<file path="src/rrcc_pkg.sv">
`default_nettype none

package rrcc_pkg;

  localparam int unsigned MAX_ELEM_W = 16;
  localparam logic [MAX_ELEM_W-1:0] MAX_ELEMENTS_RESET = 16'd1024;

  typedef enum logic [1:0] {
    VERDICT_COMPLETE  = 2'd0,
    VERDICT_NEED_MORE = 2'd1,
    VERDICT_ERROR     = 2'd2
  } verdict_e;

  typedef enum logic [2:0] {
    KIND_STATUS  = 3'd0,
    KIND_ERROR   = 3'd1,
    KIND_INTEGER = 3'd2,
    KIND_BULK    = 3'd3,
    KIND_MULTI   = 3'd4,
    KIND_UNKNOWN = 3'd5
  } kind_e;

  localparam logic [7:0] CH_PLUS   = 8'h2B;
  localparam logic [7:0] CH_MINUS  = 8'h2D;
  localparam logic [7:0] CH_COLON  = 8'h3A;
  localparam logic [7:0] CH_DOLLAR = 8'h24;
  localparam logic [7:0] CH_STAR   = 8'h2A;
  localparam logic [7:0] CH_CR     = 8'h0D;
  localparam logic [7:0] CH_LF     = 8'h0A;
  localparam logic [7:0] CH_SPACE  = 8'h20;
  localparam logic [7:0] CH_TAB    = 8'h09;
  localparam logic [7:0] CH_ZERO   = 8'h30;
  localparam logic [7:0] CH_NINE   = 8'h39;

endpackage

`default_nettype wire

</file>
<file path="src/rrcc_in_if.sv">
`default_nettype none

interface rrcc_in_if;
  logic       valid;
  logic       ready;
  logic [7:0] data_byte;
  logic       last_byte;

  modport source (output valid, output data_byte, output last_byte, input ready);
  modport sink   (input valid, input data_byte, input last_byte, output ready);
endinterface

`default_nettype wire

</file>
<file path="src/rrcc_out_if.sv">
`default_nettype none

interface rrcc_out_if;
  import rrcc_pkg::*;

  logic     valid;
  logic     ready;
  verdict_e verdict;
  kind_e    reply_kind;

  modport source (output valid, output verdict, output reply_kind, input ready);
  modport sink   (input valid, input verdict, input reply_kind, output ready);
endinterface

`default_nettype wire

</file>
<file path="src/resp_reply_completeness_check_core.sv">
// reply completeness checker for a line-based key/value reply stream
// in_if: one reply byte per transfer, last_byte marks the end of the buffer so far
// out_if: one verdict and reply kind per buffer, given only for a last byte
// cfg_we_i/cfg_wdata_i: write max_elements, the largest multi-bulk count accepted
// a byte goes through an input register, then one pass of parse logic into the
// parser state and the result register
// throughput: one byte per cycle unless a last byte waits on a stalled result, bytes of any buffer back to back
// a stalled result holds out_if; bytes that are not last keep flowing, a last
// byte waits in the input register until the result register frees, and
// in_if.ready is low only while it waits
// reset clears the parser to await a type byte and sets max_elements to 1024
// number fields hold LENGTH_BITS bits and saturate; a length or count line
// longer than MAX_DIGIT_FIELD bytes is flagged as an error
`default_nettype none

module resp_reply_completeness_check_core #(
  parameter int unsigned LENGTH_BITS     = 32,
  parameter int unsigned MAX_DIGIT_FIELD = 10
) (
  input  wire logic                              clk_i,
  input  wire logic                              rst_ni,
  rrcc_in_if.sink                                in_if,
  rrcc_out_if.source                             out_if,
  input  wire logic                              cfg_we_i,
  input  wire logic [rrcc_pkg::MAX_ELEM_W-1:0]   cfg_wdata_i
);
  import rrcc_pkg::*;

  localparam int unsigned DCNT_W = $clog2(MAX_DIGIT_FIELD + 3);
  localparam logic [DCNT_W-1:0] DCNT_SAT   = DCNT_W'(MAX_DIGIT_FIELD + 2);
  localparam logic [DCNT_W-1:0] DCNT_LIMIT = DCNT_W'(MAX_DIGIT_FIELD + 1);
  localparam logic [LENGTH_BITS-1:0] LEN_MAX = '1;
  localparam logic [LENGTH_BITS-1:0] LEN_TWO = LENGTH_BITS'(2);

  typedef enum logic [2:0] {
    PH_TYPE,
    PH_HEADER,
    PH_EHEADER,
    PH_SKIP,
    PH_ELEM,
    PH_DONE,
    PH_ERR
  } phase_e;

  // input register
  logic       a_valid_q, a_valid_d;
  logic [7:0] a_data_q, a_data_d;
  logic       a_last_q, a_last_d;

  // parser state
  phase_e                  phase_q, phase_d;
  kind_e                   kind_q, kind_d;
  logic [1:0]              bcnt_q, bcnt_d;
  logic                    cr_q, cr_d;
  logic [LENGTH_BITS-1:0]  accum_q, accum_d;
  logic                    neg_q, neg_d;
  logic                    stop_q, stop_d;
  logic                    begun_q, begun_d;
  logic [DCNT_W-1:0]       dcnt_q, dcnt_d;
  logic [LENGTH_BITS-1:0]  skip_q, skip_d;
  logic [MAX_ELEM_W-1:0]   elem_q, elem_d;
  logic [MAX_ELEM_W-1:0]   max_elem_q, max_elem_d;

  // result register
  logic     out_valid_q, out_valid_d;
  verdict_e verdict_q, verdict_d;
  kind_e    kind_out_q, kind_out_d;

  logic                    out_free;
  logic                    a_fire;
  logic                    in_ready;
  logic [7:0]              c;
  logic                    crlf;
  logic                    c_ws;
  logic                    c_sign;
  logic                    c_dig;
  logic [3:0]              digit;
  logic                    stop_eff;
  logic [LENGTH_BITS+3:0]  acc_ext;
  logic [LENGTH_BITS+3:0]  mac_wide;
  logic [LENGTH_BITS-1:0]  mac_sat;
  logic [LENGTH_BITS-1:0]  skip_dec;
  logic [MAX_ELEM_W-1:0]   elem_dec;
  phase_e                  end_elem_phase;
  logic                    is_line_kind;

  assign out_free = !out_valid_q || out_if.ready;
  assign a_fire   = a_valid_q && (!a_last_q || out_free);
  assign in_ready = !a_valid_q || a_fire;

  assign in_if.ready       = in_ready;
  assign out_if.valid      = out_valid_q;
  assign out_if.verdict    = verdict_q;
  assign out_if.reply_kind = kind_out_q;

  assign c      = a_data_q;
  assign crlf   = cr_q && (c == CH_LF);
  assign c_ws   = (c == CH_SPACE) || ((c >= CH_TAB) && (c <= CH_CR));
  assign c_sign = (c == CH_PLUS) || (c == CH_MINUS);
  assign c_dig  = (c >= CH_ZERO) && (c <= CH_NINE);
  assign digit  = 4'(c - CH_ZERO);

  // a lone cr seen earlier ends a begun number
  assign stop_eff = stop_q || (cr_q && begun_q);

  // accum * 10 + digit, saturating
  assign acc_ext  = {4'b0000, accum_q};
  assign mac_wide = (acc_ext << 3) + (acc_ext << 1) + {{LENGTH_BITS{1'b0}}, digit};
  assign mac_sat  = (mac_wide > {4'b0000, LEN_MAX}) ? LEN_MAX : mac_wide[LENGTH_BITS-1:0];

  assign skip_dec = (skip_q != '0) ? skip_q - LENGTH_BITS'(1) : skip_q;
  assign elem_dec = (elem_q != '0) ? elem_q - MAX_ELEM_W'(1) : elem_q;
  assign end_elem_phase = ((kind_q == KIND_BULK) || (elem_dec == '0)) ? PH_DONE : PH_ELEM;
  assign is_line_kind = (kind_q == KIND_STATUS) || (kind_q == KIND_ERROR) ||
                        (kind_q == KIND_INTEGER);

  always_comb begin
    a_valid_d   = a_valid_q;
    a_data_d    = a_data_q;
    a_last_d    = a_last_q;
    phase_d     = phase_q;
    kind_d      = kind_q;
    bcnt_d      = bcnt_q;
    cr_d        = cr_q;
    accum_d     = accum_q;
    neg_d       = neg_q;
    stop_d      = stop_q;
    begun_d     = begun_q;
    dcnt_d      = dcnt_q;
    skip_d      = skip_q;
    elem_d      = elem_q;
    max_elem_d  = cfg_we_i ? cfg_wdata_i : max_elem_q;
    out_valid_d = out_valid_q && !out_if.ready;
    verdict_d   = verdict_q;
    kind_out_d  = kind_out_q;

    if (in_ready) begin
      a_valid_d = in_if.valid;
      if (in_if.valid) begin
        a_data_d = in_if.data_byte;
        a_last_d = in_if.last_byte;
      end
    end

    if (a_fire) begin
      bcnt_d = (bcnt_q == 2'd3) ? bcnt_q : bcnt_q + 2'd1;

      unique case (phase_q)
        PH_TYPE: begin
          unique case (c)
            CH_PLUS:   kind_d = KIND_STATUS;
            CH_MINUS:  kind_d = KIND_ERROR;
            CH_COLON:  kind_d = KIND_INTEGER;
            CH_DOLLAR: kind_d = KIND_BULK;
            CH_STAR:   kind_d = KIND_MULTI;
            default:   kind_d = KIND_UNKNOWN;
          endcase
          if (kind_d == KIND_UNKNOWN) begin
            phase_d = PH_ERR;
          end else begin
            accum_d = '0;
            neg_d   = 1'b0;
            stop_d  = 1'b0;
            begun_d = 1'b0;
            dcnt_d  = '0;
            phase_d = PH_HEADER;
          end
        end
        PH_HEADER, PH_EHEADER: begin
          if (crlf) begin
            if (is_line_kind) begin
              phase_d = PH_DONE;
            end else if (dcnt_q > DCNT_LIMIT) begin
              phase_d = PH_ERR;
            end else if ((kind_q == KIND_MULTI) && (phase_q == PH_HEADER)) begin
              if ((neg_q && (accum_q != '0)) ||
                  (accum_q > LENGTH_BITS'(max_elem_q))) begin
                phase_d = PH_ERR;
              end else begin
                elem_d  = accum_q[MAX_ELEM_W-1:0];
                phase_d = (accum_q[MAX_ELEM_W-1:0] == '0) ? PH_DONE : PH_ELEM;
              end
            end else if (neg_q && (accum_q == LENGTH_BITS'(1))) begin
              // null bulk
              phase_d = end_elem_phase;
              if (kind_q != KIND_BULK) begin
                elem_d = elem_dec;
              end
            end else if (neg_q && (accum_q != '0)) begin
              phase_d = PH_ERR;
            end else begin
              if (neg_q) begin
                skip_d = LEN_TWO;
              end else if (accum_q > (LEN_MAX - LEN_TWO)) begin
                skip_d = LEN_MAX;
              end else begin
                skip_d = accum_q + LEN_TWO;
              end
              phase_d = PH_SKIP;
            end
          end else begin
            if (dcnt_q < DCNT_SAT) begin
              dcnt_d = dcnt_q + DCNT_W'(1);
            end
            stop_d = stop_eff;
            if ((c != CH_CR) && !stop_eff) begin
              if (!begun_q && c_ws) begin
                stop_d = stop_eff;
              end else if (!begun_q && c_sign) begin
                begun_d = 1'b1;
                neg_d   = (c == CH_MINUS);
              end else if (c_dig) begin
                begun_d = 1'b1;
                accum_d = mac_sat;
              end else begin
                stop_d = 1'b1;
              end
            end
          end
        end
        PH_SKIP: begin
          skip_d = skip_dec;
          if (skip_dec == '0) begin
            phase_d = end_elem_phase;
            if (kind_q != KIND_BULK) begin
              elem_d = elem_dec;
            end
          end
        end
        PH_ELEM: begin
          if (c == CH_DOLLAR) begin
            accum_d = '0;
            neg_d   = 1'b0;
            stop_d  = 1'b0;
            begun_d = 1'b0;
            dcnt_d  = '0;
            phase_d = PH_EHEADER;
          end else begin
            phase_d = PH_ERR;
          end
        end
        PH_DONE: phase_d = PH_ERR;
        PH_ERR:  phase_d = PH_ERR;
        default: phase_d = PH_ERR;
      endcase

      cr_d = (c == CH_CR);

      if (a_last_q) begin
        out_valid_d = 1'b1;
        kind_out_d  = kind_d;
        if (kind_d == KIND_UNKNOWN) begin
          verdict_d = VERDICT_ERROR;
        end else if ((bcnt_d != 2'd3) || !crlf) begin
          verdict_d = VERDICT_NEED_MORE;
        end else if (phase_d == PH_ERR) begin
          verdict_d = VERDICT_ERROR;
        end else if (phase_d == PH_DONE) begin
          verdict_d = VERDICT_COMPLETE;
        end else begin
          verdict_d = VERDICT_NEED_MORE;
        end
        // clear per-buffer state
        phase_d = PH_TYPE;
        kind_d  = KIND_STATUS;
        bcnt_d  = 2'd0;
        cr_d    = 1'b0;
        accum_d = '0;
        neg_d   = 1'b0;
        stop_d  = 1'b0;
        begun_d = 1'b0;
        dcnt_d  = '0;
        skip_d  = '0;
        elem_d  = '0;
      end
    end
  end

  always_ff @(posedge clk_i or negedge rst_ni) begin
    if (!rst_ni) begin
      a_valid_q   <= 1'b0;
      a_data_q    <= '0;
      a_last_q    <= 1'b0;
      phase_q     <= PH_TYPE;
      kind_q      <= KIND_STATUS;
      bcnt_q      <= 2'd0;
      cr_q        <= 1'b0;
      accum_q     <= '0;
      neg_q       <= 1'b0;
      stop_q      <= 1'b0;
      begun_q     <= 1'b0;
      dcnt_q      <= '0;
      skip_q      <= '0;
      elem_q      <= '0;
      max_elem_q  <= MAX_ELEMENTS_RESET;
      out_valid_q <= 1'b0;
      verdict_q   <= VERDICT_COMPLETE;
      kind_out_q  <= KIND_STATUS;
    end else begin
      a_valid_q   <= a_valid_d;
      a_data_q    <= a_data_d;
      a_last_q    <= a_last_d;
      phase_q     <= phase_d;
      kind_q      <= kind_d;
      bcnt_q      <= bcnt_d;
      cr_q        <= cr_d;
      accum_q     <= accum_d;
      neg_q       <= neg_d;
      stop_q      <= stop_d;
      begun_q     <= begun_d;
      dcnt_q      <= dcnt_d;
      skip_q      <= skip_d;
      elem_q      <= elem_d;
      max_elem_q  <= max_elem_d;
      out_valid_q <= out_valid_d;
      verdict_q   <= verdict_d;
      kind_out_q  <= kind_out_d;
    end
  end

endmodule

`default_nettype wire

</file>
<file path="src/flat_wrapper.sv">
// flat-port wrapper written by rule: the top's interface ports become plain ports
module resp_reply_completeness_check_core_flat import rrcc_pkg::*;
#(
  parameter int unsigned LENGTH_BITS     = 32,
  parameter int unsigned MAX_DIGIT_FIELD = 10
)
  (clk_i, rst_ni, cfg_we_i, cfg_wdata_i, in_if_valid, in_if_data_byte, in_if_last_byte, in_if_ready, out_if_valid, out_if_verdict, out_if_reply_kind, out_if_ready);
  rrcc_in_if in_if_i ();
  rrcc_out_if out_if_i ();
  input  wire logic clk_i;
  input  wire logic rst_ni;
  input  wire logic cfg_we_i;
  input  wire logic [rrcc_pkg::MAX_ELEM_W-1:0] cfg_wdata_i;
  input wire logic [$bits(in_if_i.valid)-1:0] in_if_valid;
  input wire logic [$bits(in_if_i.data_byte)-1:0] in_if_data_byte;
  input wire logic [$bits(in_if_i.last_byte)-1:0] in_if_last_byte;
  output wire logic [$bits(in_if_i.ready)-1:0] in_if_ready;
  output wire logic [$bits(out_if_i.valid)-1:0] out_if_valid;
  output wire logic [$bits(out_if_i.verdict)-1:0] out_if_verdict;
  output wire logic [$bits(out_if_i.reply_kind)-1:0] out_if_reply_kind;
  input wire logic [$bits(out_if_i.ready)-1:0] out_if_ready;
  assign in_if_i.valid = in_if_valid;
  assign in_if_i.data_byte = in_if_data_byte;
  assign in_if_i.last_byte = in_if_last_byte;
  assign in_if_ready = in_if_i.ready;
  assign out_if_valid = out_if_i.valid;
  assign out_if_verdict = out_if_i.verdict;
  assign out_if_reply_kind = out_if_i.reply_kind;
  assign out_if_i.ready = out_if_ready;
  resp_reply_completeness_check_core #(.LENGTH_BITS(LENGTH_BITS), .MAX_DIGIT_FIELD(MAX_DIGIT_FIELD)) u_core (.clk_i(clk_i), .rst_ni(rst_ni), .in_if(in_if_i), .out_if(out_if_i), .cfg_we_i(cfg_we_i), .cfg_wdata_i(cfg_wdata_i));
endmodule
</file>
<file path="config.mk">
export PLATFORM = sky130hd
export DESIGN_NAME = resp_reply_completeness_check_core_flat
export DESIGN_NICKNAME = d
export VERILOG_FILES = /design/src/rrcc_pkg.sv /design/src/rrcc_in_if.sv /design/src/rrcc_out_if.sv /design/src/resp_reply_completeness_check_core.sv /design/src/flat_wrapper.sv
export SDC_FILE = /design/constraint.sdc
export NUM_CORES = 1
export LEC_CHECK = 0
export ABC_CLOCK_PERIOD_IN_PS = 3860
export BUFFER_PORTS_ARGS = -buffer_cell sky130_fd_sc_hd__clkbuf_2
export CAP_MARGIN = 10
export CORE_MARGIN = 1.5
export CORE_UTILIZATION = 58
export DETAILED_ROUTE_END_ITERATION = 12
export MAX_ROUTING_LAYER = met4
export PLACE_DENSITY_LB_ADDON = 0.12
export SLEW_MARGIN = 10
export SYNTH_ARGS = -nofsm -noshare
export SYNTH_HDL_FRONTEND = slang
export SYNTH_SLANG_ARGS = --single-unit
</file>
<file path="constraint.sdc">
create_clock -name clk_i -period 3.86 [get_ports clk_i]
set_input_delay 1.158 -clock clk_i [delete_from_list [all_inputs] [get_ports clk_i]]
set_output_delay 1.158 -clock clk_i [all_outputs]
set_load 0.01 [all_outputs]
</file>
==> results.tsv <==
metric	value	unit
Iteration-0 DRC Markers	950	
Die Wd	137	um
Pre-antenna DRT Iters	7	
Detail Route Antenna Nets	0	
Worst IR Drop VDD	0.000488	V
crit path kind	reg -> reg	
CTS root buf	clkbuf_16	
cts bufs inserted	17	
startpoint types	flop	
core area	17400	sq um
DP HPWL	21.6	mm
Leak	5.61	nW
YS warnings	0	
clock tree buffer depth	2	
routed wire length	29.8	mm
most frequent cells in the layout	128 x a21oi_1, 127 x dfrtp_1, 117 x o21ai_0, 116 x nand2_1, 99 x nor2_1	
DRC viols	0	
first-pass GRT wire length	48.7	mm
share of cells above drive strength 1	15.3	%
Die Y	137	um
syn avg cell area	8.17	sq um
register area share after synthesis	30.9	%
H-Tree Depth	4	
fmax	267	MHz
Die ar.	18700	sq um
synth unique cells	67	
final worst slack	0.114	ns
Cells after Synth	1270	
input/output buffers	36	
Power, Total	5.23	mW
Pwr Density	439	nW/um^2
Place WS	0.0365	ns
worst skew pair latency	0.44	ns
combinational power share	36.3	%
Crit. End Element	flop	
Via-to-Cell Ratio	6.49	
clock-pin transition on the worst setup and hold timing paths	0.07	ns
Post-synth ARST share	100	%
vias in the first global route	9730	
Sequential Power Share	32.4	%
Antenna Cells	0	
worst-margin pin slew	0.903	ns
clock power share	31.3	%
Final Hold Fails	0	
final hold slack	0.503	ns
Max Slew Vio Count	0	
Arr. time, crit path	4.06	ns
switching share of total power	37.7	%
Synth Cell Area	10400	sq um
GRT Total Usage	34.3	%
initial antenna violation count	0	
setup violators final	0	
Critical Path RT	4.18	ns
TritonCTS clock tree	done	
Hold Path Class	reg -> reg	
number of synthesized flops with an enable pin	0	
NetSw	1.97	mW
Main synth FF type	dfrtp_1	
relative max-transition margin	39.6	%
Int Power	3.25	mW
status	complete, no violations	
via count	10288	
Mapped Nets	1385	
Synth Register Bits	128	
Crit Path Max Fanout	4	
Initial Util	59.8	%
Max Cap Viol	0	
Hold-fix buffers, CTS	0	
final setup skew	0.0116	ns
average wire per standard cell	18.8	um
fin crit period	3.75	ns
Routability Congestion	0.975	
Core Util, Final	68.6	%
nets@finish	1461	
most common cell after layout, fill and taps aside	a21oi_1	
gr ovfl total	0	
largest net degree at the start of global routing	79	
# IOs	37	
area delta synth->final	14.8	%
fin crit share	97.0	%
# rows	48	
Sink Count	128	
## power by group through the flow
stage / clock, mW / sequential [mW] / combinational (mW)
floorplan: 0 / 1.66 / 1.26
global placement: 0 / 1.70 / 1.74
detailed placement: 0 / 1.71 / 1.78
CTS: 1.64 / 1.68 / 1.80
global route: 1.71 / 1.72 / 2.09
finish: 1.64 / 1.69 / 1.89
## state kept, by name, summed over array words and instances (netlist names)
register                  cells
u_core.bcnt_q                 2
u_core.dcnt_q                 4
u_core.skip_q                32
u_core.elem_q                16
u_core.phase_q                3
u_core.kind_q                 3
u_core.out_if.valid           1
u_core.a_valid_q              1
u_core.a_last_q               1
u_core.max_elem_q            16
u_core.neg_q                  1
u_core.out_if.reply_kind      3
u_core.stop_q                 1
u_core.cr_q                   1
u_core.begun_q                1
u_core.out_if.verdict         2
u_core.accum_q               32
u_core.a_data_q               8
## worst max-delay path: stages, from the launching register on
cell     delay [ns]
dfrtp_1        0.40
or4_4          0.58
or3_1          0.36
nor4_1         0.29
mux2_2         0.41
nor4_2         0.27
nand4_1        0.22
nor3_2         0.32
a21oi_1        0.15
mux2_4         0.32
a221o_1        0.32
## through the flow
stage               area [sq um]   TNS, ns  std cells
floorplan                  10400         0       1270
global placement           11300         0       1550
detailed placement         11300         0       1550
CTS                        11800         0       1582
global route               11900  -0.00427       1584
finish                     11900         0       1584
## area by class of cell
cell class                 instances  area (sq um)
clock buffer                      20           447
clock inverter                    12           136
fill                            1438          5450
inverter                          51           191
multi-input combinational       1028          6820
sequential                       128          3200
tap                              225           282
timing repair buffer             120           830
## cells by family after synthesis
logic type,Yosys count,synth area share [%]
AND/OR/NAND/NOR,445,22.0
multiplexers,19,2.04
XOR/XNOR,61,5.15
buffers and inverters,114,4.22
AO/OA/AOI/OAI,418,25.3
adder cells (fa/ha/maj),85,10.4
flip-flops,128,30.9
## Yosys cell counts (17+ instances only)
| master | instances | area share, % |
|---|---|---|
| a21o_1 | 24 | 1.7 |
| a21oi_1 | 129 | 6.2 |
| a221o_1 | 36 | 3.5 |
| a31oi_1 | 24 | 1.4 |
| clkbuf_1 | 56 | 2.0 |
| dfrtp_1 | 127 | 31 |
| ha_1 | 83 | 10 |
| inv_1 | 51 | 1.8 |
| nand2_1 | 116 | 4.2 |
| nand2b_1 | 17 | 1.0 |
| nand3_1 | 26 | 1.3 |
| nor2_1 | 99 | 3.6 |
| nor3_1 | 46 | 2.2 |
| nor4_1 | 34 | 2.1 |
| o21ai_0 | 118 | 5.7 |
| xnor2_1 | 38 | 3.2 |
| xor2_1 | 23 | 1.9 |
## layer usage
metal / up-vias / share of wire [%] / GRT usage, %
li1: 4896 / - / -
met1: 4891 / 44 / 44.6
met2: 410 / 46 / 52.8
met3: 91 / 5.8 / 5.00
met4: 0 / 3.5 / 15.7
met5: - / 0 / -
## path summary, 6_finish.rpt
check / from / end / slack, ns / depth (start not counted)
max: u_core.skip_q[19] / u_core.out_if.verdict[0] / 0.11 / 10
min: u_core.out_if.reply_kind[1] / u_core.out_if.reply_kind[1] / 0.50 / 2
max reg2reg: u_core.skip_q[19] / u_core.out_if.verdict[0] / 0.11 / 10
min reg2reg: u_core.out_if.reply_kind[1] / u_core.out_if.reply_kind[1] / 0.50 / 2
max in group asynchronous: rst_ni / u_core.a_data_q[6] / 2.21 / 2
min in group asynchronous: rst_ni / u_core.accum_q[24] / 0.76 / 1
## repair_timing
item                                   in CTS  in global routing
pin swaps                                   2                  6
setup buffers                               0                  2
setup endpoints to repair                  24                 42
gates resized for setup                     2                 11
endpoints found under the hold margin       0                  0
(Power assumes the default switching activity.)
